<file path="src/rtl/sdjq_pkg.sv">
// Package for the sorted deadline job queue.
// Holds operation and result codes, field widths and the control structs.
// Depends on nothing; used by every module under rtl.
`default_nettype none

package sdjq_pkg;

   localparam int TIME_W  = 32;
   localparam int ID_W    = 8;
   localparam int DELAY_W = 16;
   localparam int OP_W    = 2;
   localparam int KIND_W  = 3;

   localparam logic [TIME_W-1:0] TIME_MAX = '1;

   typedef enum logic [OP_W-1:0] {
      OP_INSERT = 2'd0,
      OP_POP    = 2'd1,
      OP_TICK   = 2'd2,
      OP_NONE   = 2'd3
   } op_type;

   typedef enum logic [KIND_W-1:0] {
      KIND_INSERTED = 3'd0,
      KIND_REJECTED = 3'd1,
      KIND_REMOVED  = 3'd2,
      KIND_EMPTY    = 3'd3,
      KIND_RELEASED = 3'd4
   } kind_type;

   typedef struct packed {
      logic load;
      logic insert;
      logic pop;
      logic tick;
      logic release_head;
   } cmd_type;

   typedef struct packed {
      op_type op;
      logic   head_due;
      logic   next_due;
      logic   slot_free;
   } sts_type;

endpackage

`default_nettype wire

</file>
<file path="src/rtl/sdjq_ctrl.sv">
// Controller of the sorted deadline job queue.
// Sequences accept, execute and release steps; uses sdjq_pkg.
`default_nettype none

module sdjq_ctrl (
   input  wire logic             clock,
   input  wire logic             reset,
   input  wire logic             req_valid,
   output logic                  req_ready,
   input  wire sdjq_pkg::sts_type sts,
   output sdjq_pkg::cmd_type     cmd
);

   typedef enum logic [2:0] {
      ST_IDLE    = 3'b001,
      ST_EXEC    = 3'b010,
      ST_RELEASE = 3'b100
   } state_type;

   state_type state_ff, state_in;

   assign req_ready = (state_ff == ST_IDLE);

   always_comb begin
      state_in = state_ff;
      cmd      = '0;
      case (state_ff)
         ST_IDLE: begin
            if (req_valid) begin
               cmd.load = 1'b1;
               state_in = ST_EXEC;
            end
         end
         ST_EXEC: begin
            case (sts.op)
               sdjq_pkg::OP_INSERT: begin
                  if (sts.slot_free) begin
                     cmd.insert = 1'b1;
                     state_in   = ST_IDLE;
                  end
               end
               sdjq_pkg::OP_POP: begin
                  if (sts.slot_free) begin
                     cmd.pop  = 1'b1;
                     state_in = ST_IDLE;
                  end
               end
               sdjq_pkg::OP_TICK: begin
                  cmd.tick = 1'b1;
                  state_in = ST_RELEASE;
               end
               default: begin
                  state_in = ST_IDLE;
               end
            endcase
         end
         ST_RELEASE: begin
            if (!sts.head_due) begin
               state_in = ST_IDLE;
            end else if (sts.slot_free) begin
               cmd.release_head = 1'b1;
               if (!sts.next_due) begin
                  state_in = ST_IDLE;
               end
            end
         end
         default: begin
            state_in = ST_IDLE;
         end
      endcase
   end

   always_ff @(posedge clock) begin
      if (reset) begin
         state_ff <= ST_IDLE;
      end else begin
         state_ff <= state_in;
      end
   end

endmodule

`default_nettype wire

</file>
<file path="src/rtl/sdjq_datapath.sv">
// Datapath of the sorted deadline job queue: time counter, sorted cell
// array with shift insert and shift remove, and the result register.
// Uses sdjq_pkg; driven by sdjq_ctrl.
`default_nettype none

module sdjq_datapath #(
   parameter int DEPTH = 16,
   parameter int CNT_W = $clog2(DEPTH + 1)
) (
   input  wire logic                          clock,
   input  wire logic                          reset,
   input  wire sdjq_pkg::cmd_type             cmd,
   output sdjq_pkg::sts_type                  sts,
   input  wire logic [sdjq_pkg::OP_W-1:0]     req_operation,
   input  wire logic [sdjq_pkg::ID_W-1:0]     req_job_id,
   input  wire logic [sdjq_pkg::DELAY_W-1:0]  req_delay,
   output logic                               rsp_valid,
   input  wire logic                          rsp_ready,
   output logic [sdjq_pkg::KIND_W-1:0]        rsp_kind,
   output logic [sdjq_pkg::ID_W-1:0]          rsp_out_job_id,
   output logic [sdjq_pkg::TIME_W-1:0]        rsp_out_due_time,
   output logic [CNT_W-1:0]                   rsp_occupancy,
   output logic                               rsp_last
);

   localparam int TW = sdjq_pkg::TIME_W;
   localparam int IW = sdjq_pkg::ID_W;

   logic [TW-1:0]      now_ff, now_in;
   logic [CNT_W-1:0]   count_ff, count_in;
   sdjq_pkg::op_type   op_ff;
   logic [IW-1:0]      id_ff;
   logic [TW-1:0]      due_ff;
   logic [TW:0]        due_sum;
   logic [TW-1:0]      due_sat;

   logic [TW-1:0]      cell_due_ff [DEPTH];
   logic [TW-1:0]      cell_due_in [DEPTH];
   logic [IW-1:0]      cell_id_ff  [DEPTH];
   logic [IW-1:0]      cell_id_in  [DEPTH];

   logic [DEPTH-1:0]   keep;
   logic               front;
   logic               full;
   logic               empty;
   logic               shift_down;
   logic               do_insert;

   logic                         rsp_valid_ff, rsp_valid_in;
   logic [sdjq_pkg::KIND_W-1:0]  rsp_kind_ff, rsp_kind_in;
   logic [IW-1:0]                rsp_id_ff, rsp_id_in;
   logic [TW-1:0]                rsp_due_ff, rsp_due_in;
   logic [CNT_W-1:0]             rsp_occ_ff, rsp_occ_in;
   logic                         rsp_last_ff, rsp_last_in;

   assign due_sum = {1'b0, now_ff} + {{(TW + 1 - sdjq_pkg::DELAY_W){1'b0}}, req_delay};
   assign due_sat = due_sum[TW] ? sdjq_pkg::TIME_MAX : due_sum[TW-1:0];

   assign full  = (count_ff == CNT_W'(DEPTH));
   assign empty = (count_ff == '0);
   assign front = empty || (due_ff <= cell_due_ff[0]);

   for (genvar i = 0; i < DEPTH; i++) begin : g_keep
      assign keep[i] = (CNT_W'(i) < count_ff) && (cell_due_ff[i] <= due_ff) && !front;
   end

   assign do_insert  = cmd.insert && !full;
   assign shift_down = (cmd.pop && !empty) || cmd.release_head;

   assign sts.op        = op_ff;
   assign sts.head_due  = !empty && (cell_due_ff[0] <= now_ff);
   assign sts.next_due  = (count_ff > CNT_W'(1)) && (cell_due_ff[1] <= now_ff);
   assign sts.slot_free = !rsp_valid_ff || rsp_ready;

   always_comb begin
      cell_due_in = cell_due_ff;
      cell_id_in  = cell_id_ff;
      if (do_insert) begin
         if (!keep[0]) begin
            cell_due_in[0] = due_ff;
            cell_id_in[0]  = id_ff;
         end
         for (int i = 1; i < DEPTH; i++) begin
            if (!keep[i]) begin
               if (keep[i-1]) begin
                  cell_due_in[i] = due_ff;
                  cell_id_in[i]  = id_ff;
               end else begin
                  cell_due_in[i] = cell_due_ff[i-1];
                  cell_id_in[i]  = cell_id_ff[i-1];
               end
            end
         end
      end else if (shift_down) begin
         for (int i = 0; i < DEPTH - 1; i++) begin
            cell_due_in[i] = cell_due_ff[i+1];
            cell_id_in[i]  = cell_id_ff[i+1];
         end
      end
   end

   always_comb begin
      count_in = count_ff;
      if (do_insert) begin
         count_in = count_ff + CNT_W'(1);
      end else if (shift_down) begin
         count_in = count_ff - CNT_W'(1);
      end
   end

   always_comb begin
      now_in = now_ff;
      if (cmd.tick && (now_ff != sdjq_pkg::TIME_MAX)) begin
         now_in = now_ff + TW'(1);
      end
   end

   always_comb begin
      rsp_valid_in = rsp_valid_ff && !rsp_ready;
      rsp_kind_in  = rsp_kind_ff;
      rsp_id_in    = rsp_id_ff;
      rsp_due_in   = rsp_due_ff;
      rsp_occ_in   = rsp_occ_ff;
      rsp_last_in  = rsp_last_ff;
      if (cmd.insert) begin
         rsp_valid_in = 1'b1;
         rsp_kind_in  = full ? sdjq_pkg::KIND_REJECTED : sdjq_pkg::KIND_INSERTED;
         rsp_id_in    = id_ff;
         rsp_due_in   = due_ff;
         rsp_occ_in   = count_in;
         rsp_last_in  = 1'b1;
      end else if (cmd.pop) begin
         rsp_valid_in = 1'b1;
         rsp_kind_in  = empty ? sdjq_pkg::KIND_EMPTY : sdjq_pkg::KIND_REMOVED;
         rsp_id_in    = empty ? '0 : cell_id_ff[0];
         rsp_due_in   = empty ? '0 : cell_due_ff[0];
         rsp_occ_in   = count_in;
         rsp_last_in  = 1'b1;
      end else if (cmd.release_head) begin
         rsp_valid_in = 1'b1;
         rsp_kind_in  = sdjq_pkg::KIND_RELEASED;
         rsp_id_in    = cell_id_ff[0];
         rsp_due_in   = cell_due_ff[0];
         rsp_occ_in   = count_in;
         rsp_last_in  = !sts.next_due;
      end
   end

   always_ff @(posedge clock) begin
      if (reset) begin
         now_ff       <= '0;
         count_ff     <= '0;
         rsp_valid_ff <= 1'b0;
         op_ff        <= sdjq_pkg::OP_NONE;
      end else begin
         now_ff       <= now_in;
         count_ff     <= count_in;
         rsp_valid_ff <= rsp_valid_in;
         if (cmd.load) begin
            op_ff <= sdjq_pkg::op_type'(req_operation);
         end
      end
   end

   always_ff @(posedge clock) begin
      if (cmd.load) begin
         id_ff  <= req_job_id;
         due_ff <= due_sat;
      end
      cell_due_ff <= cell_due_in;
      cell_id_ff  <= cell_id_in;
      rsp_kind_ff <= rsp_kind_in;
      rsp_id_ff   <= rsp_id_in;
      rsp_due_ff  <= rsp_due_in;
      rsp_occ_ff  <= rsp_occ_in;
      rsp_last_ff <= rsp_last_in;
   end

   assign rsp_valid        = rsp_valid_ff;
   assign rsp_kind         = rsp_kind_ff;
   assign rsp_out_job_id   = rsp_id_ff;
   assign rsp_out_due_time = rsp_due_ff;
   assign rsp_occupancy    = rsp_occ_ff;
   assign rsp_last         = rsp_last_ff;

`ifndef SYNTHESIS
   a_count_bound: assert property (@(posedge clock) disable iff (reset)
      count_ff <= CNT_W'(DEPTH))
      else $error("Queue count exceeds its depth.");

   a_release_due: assert property (@(posedge clock) disable iff (reset)
      cmd.release_head |-> (sts.head_due && sts.slot_free))
      else $error("A job was released before it was due or into a busy slot.");

   a_insert_grows: assert property (@(posedge clock) disable iff (reset)
      do_insert |=> (count_ff == $past(count_ff) + CNT_W'(1)))
      else $error("An accepted insert did not grow the queue.");

   a_release_time: assert property (@(posedge clock) disable iff (reset)
      cmd.release_head |=> (rsp_valid_ff && (rsp_due_ff <= now_ff)))
      else $error("A released beat carries a due time later than the counter.");
`endif

endmodule

`default_nettype wire

</file>
<file path="src/rtl/sorted_deadline_job_queue.sv">
// Top level of the sorted deadline job queue.
// Joins sdjq_ctrl and sdjq_datapath; uses sdjq_pkg.
//
//   channel   direction   handshake              payload
//   req_      in          req_valid/req_ready    req_operation, req_job_id, req_delay
//   rsp_      out         rsp_valid/rsp_ready    rsp_kind, rsp_out_job_id,
//                                                rsp_out_due_time, rsp_occupancy, rsp_last
//
// Insert and pop have two steps: accept the request and form the due time, then
// place or remove the job in the shifting cell array and load the result register.
// A tick accepts, advances the time counter and then releases every job that has
// fallen due from the head of the queue, one beat per job.
// A full result register stalls the insert or pop execute step, or a release step, until it is taken.
// Reset empties the queue and clears the time counter.
`default_nettype none

module sorted_deadline_job_queue #(
   parameter int DEPTH = 16
) (
   input  wire logic                              clock,
   input  wire logic                              reset,
   input  wire logic                              req_valid,
   output logic                                   req_ready,
   input  wire logic [sdjq_pkg::OP_W-1:0]         req_operation,
   input  wire logic [sdjq_pkg::ID_W-1:0]         req_job_id,
   input  wire logic [sdjq_pkg::DELAY_W-1:0]      req_delay,
   output logic                                   rsp_valid,
   input  wire logic                              rsp_ready,
   output logic [sdjq_pkg::KIND_W-1:0]            rsp_kind,
   output logic [sdjq_pkg::ID_W-1:0]              rsp_out_job_id,
   output logic [sdjq_pkg::TIME_W-1:0]            rsp_out_due_time,
   output logic [$clog2(DEPTH + 1)-1:0]           rsp_occupancy,
   output logic                                   rsp_last
);

   sdjq_pkg::cmd_type cmd;
   sdjq_pkg::sts_type sts;

   sdjq_ctrl u_ctrl (
      .clock     (clock),
      .reset     (reset),
      .req_valid (req_valid),
      .req_ready (req_ready),
      .sts       (sts),
      .cmd       (cmd)
   );

   sdjq_datapath #(
      .DEPTH (DEPTH),
      .CNT_W ($clog2(DEPTH + 1))
   ) u_datapath (
      .clock            (clock),
      .reset            (reset),
      .cmd              (cmd),
      .sts              (sts),
      .req_operation    (req_operation),
      .req_job_id       (req_job_id),
      .req_delay        (req_delay),
      .rsp_valid        (rsp_valid),
      .rsp_ready        (rsp_ready),
      .rsp_kind         (rsp_kind),
      .rsp_out_job_id   (rsp_out_job_id),
      .rsp_out_due_time (rsp_out_due_time),
      .rsp_occupancy    (rsp_occupancy),
      .rsp_last         (rsp_last)
   );

endmodule

`default_nettype wire

</file>
<file path="config.mk">
export PLATFORM = sky130hd
export DESIGN_NAME = sorted_deadline_job_queue
export DESIGN_NICKNAME = d
export VERILOG_FILES = /design/src/rtl/sdjq_pkg.sv /design/src/rtl/sdjq_ctrl.sv /design/src/rtl/sdjq_datapath.sv /design/src/rtl/sorted_deadline_job_queue.sv
export SDC_FILE = /design/constraint.sdc
export NUM_CORES = 2
export LEC_CHECK = 0
export BUFFER_PORTS_ARGS = -buffer_cell sky130_fd_sc_hd__buf_2
export CORE_MARGIN = 1
export CORE_UTILIZATION = 40
export DETAILED_ROUTE_END_ITERATION = 10
export HOLD_SLACK_MARGIN = 0.08
export SYNTH_ARGS = -nofsm -noshare
export SYNTH_HDL_FRONTEND = slang
export SYNTH_SLANG_ARGS = --single-unit
</file>
<file path="constraint.sdc">
create_clock -name clock -period 18.1 [get_ports clock]
set_input_delay 0.905 -clock clock [delete_from_list [all_inputs] [get_ports clock]]
set_output_delay 0.905 -clock clock [all_outputs]
set_load 0.1 [all_outputs]
</file>
==> impl_metrics.toml <==
[cells_and_area]
area_delta_synth_final_pct = 9.18
nets = 5466
diodes = 0
drive_gt1_share_pct = 7.72

[die]
ios = 81
start_util_pct = 40.4
num_rows = 130
die_h_um = 359
die_x_um = 359
core_um2 = 126000
die_area_um2 = 129000

[setup_path]
worstPathRequired_ps = 18480
crit_path_end_kind = "flop"
cp_max_fo = 282
r2r_cells = 10
crit_type = "flop to flop"
timing.critical_path.from_type = "flop"
cp.arrival_ps = 6230

[synthesis]
synthTopCellsByArea = "edfxtp_1, ha_1, mux2i_1, o21ai_0, nand2_1"
syn_inst = 4892
yosys.area.top_type = "edfxtp_1"
synth_edf_count = 728
synth_common_cells = "nand2_1, edfxtp_1, ha_1"
yosysMostFrequentCell = "nand2_1"
yosysSeqAreaShare_pct = 44.6
synthArstFlopShare_pct = 0
synthFlopType = "edfxtp_1"
syn_nets = 5519
syn_area_um2 = 51000
syn_area_per_cell_um2 = 10.4
yosys_warnings = 0
yosysUniqueCellTypes = 70
synth_top_area_share_pct = 42.9
synth_seq_cells = 772

[global_routing]
grt_max_degree = 289
grt_first_pass_wirelength_mm = 222
grt_pass1_vias = 36900
antenna_found_initial = 1
grt.overflow.total = 0
grt.total_usage_pct = 21.8

[timing]
final.period_utilization_pct = 32.3
maxSlewViolCount = 0
setup_viol = 0
fin_skew_ps = 22.0
max_freq_ghz = 0.171
finalSetupTns_ps = 0
period_needed_ps = 5850
relSlewSlack_pct = 10.2
rsz0062_at_grt = "no"
tightestPinTransition_ps = 1350
finalHoldViolCount = 0

[placement]
io_buffers = 80
dp.final_hpwl_mm = 105
place_congestion = 0.882

[power]
irDropWorstVdd_mv = 0.0674
p_leak_nw = 25.0
total_power_w = 0.00391
power_density_nw_per_um2 = 70.3

[clock_tree]
cts-resized-gates = 0
clockBufferDepth = 3
cts_buffers = 87
clockRootBuffer = "clkbuf_16"
clk_pin_slew_ps = 60
cts_sinks = 772
cts_hold_buf = 0
cts_tree = "built"
cts_htree_levels = 3
post_cts_buffers = 0
clock_latency_ps = 690

[detailed_routing]
viasPerCell = 5.74
wl_mm = 143
drtIter0Drc = 2844
dr_total_vias = 37600
wl_per_cell_um = 21.9
dr.pass1.iters = 6
antenna_left = 0
drcViolationCount = 0

[run_status]
status = "complete, no violations"

[min_path]
holdPathStages = 1
hp-class = "input pin to flop"

[job]
maxCapViolations = 0
registers in the layout, summed over array words and instances, names as in the netlist:
name and count:
u_datapath.cell_due_ff 512, u_datapath.cell_id_ff 128, u_datapath.due_ff 32, u_datapath.now_ff 32, u_datapath.rsp_out_due_time 32, u_datapath.id_ff 8, u_datapath.rsp_out_job_id 8, u_datapath.count_ff 5
u_datapath.rsp_occupancy 5, u_ctrl.state_ff 3, u_datapath.rsp_kind 3, u_datapath.op_ff 2, u_datapath.rsp_last 1, u_datapath.rsp_valid 1
cell type report:
type	count	area, µm²
clock buffers	116	2360
clock inverters	42	343
fillers	11800	70400
inverters	110	413
multi-input cells	3706	26700
flip-flops and latches	772	22700
well taps	1650	2060
repair buffers	162	1040
path summary, 6_finish.rpt:
check                              from                        end  slack (ps)
hold reg to reg   u_datapath.now_ff[10]      u_datapath.now_ff[10]         530
setup / recovery   u_datapath.rsp_valid  u_datapath.cell_id_ff[14]       12250
setup reg to reg   u_datapath.rsp_valid  u_datapath.cell_id_ff[14]       12250
hold / removal            req_job_id[1]        u_datapath.id_ff[1]         390
cells in the final DEF (no fill, tap or decap), types with 40 or more instances in the layout:
master	instances
nand4_1	126
ha_1	596
mux2i_1	527
nand2_1	738
buf_4	80
o211ai_1	68
o21ai_1	43
a21o_1	97
nor2_1	126
a21oi_1	283
clkbuf_16	88
dfxtp_1	44
buf_2	80
nand3_1	78
inv_1	110
edfxtp_1	728
o21ai_0	585
a22o_1	40
per-layer routing:
layer / vias up / GRT usage [%] / wire [µm]
li1: 18300 / - / -
met1: 18200 / 30.1 / 66200
met2: 940 / 35.6 / 66300
met3: 180 / 2.32 / 7000
met4: 0 / 7.01 / 3940
met5: - / 0 / 0
metrics by stage:
step	util, %	worst slack (ps)	instance area [µm²]	hold WS (ps)	cells
floorplan	-	11850	51000	475	4892
global placement	42.0	11800	53000	495	6400
detailed placement	42.0	11700	53000	517	6400
CTS	44.2	12300	55700	349	6558
global route	44.2	11710	55700	378	6558
finish	44.2	12250	55700	392	6558
kinds of logic after synthesis:
logic type                 Yosys count  synth area share [%]
muxes                              571                  11.6
AOI/OAI and AO/OA                 1234                  14.0
buffers and inverters              414                  3.38
DFF                                772                  44.6
adders and majority gates          597                  14.7
xor gates and xnor gates            43                 0.739
and+or+nand+nor                   1261                  11.0
critical path, cell delays in order (launching register included):
cell and delay, ps:
dfxtp_1 340, nor2b_1 550, nor4_2 140, inv_1 170
nor2_4 30, buf_4 320, nand2_4 560, buf_12 760
buf_4 1070, buf_4 980, o21ai_0 250
power by group:
group	total, W	internal [W]	switching [W]	leakage [nW]
clock	0.00173	0.000960	0.000771	1.32
sequential	0.00196	0.00194	0.0000203	6.93
combinational	0.000227	0.0000798	0.000147	16.7
Power figures use the tool's default switching activity.
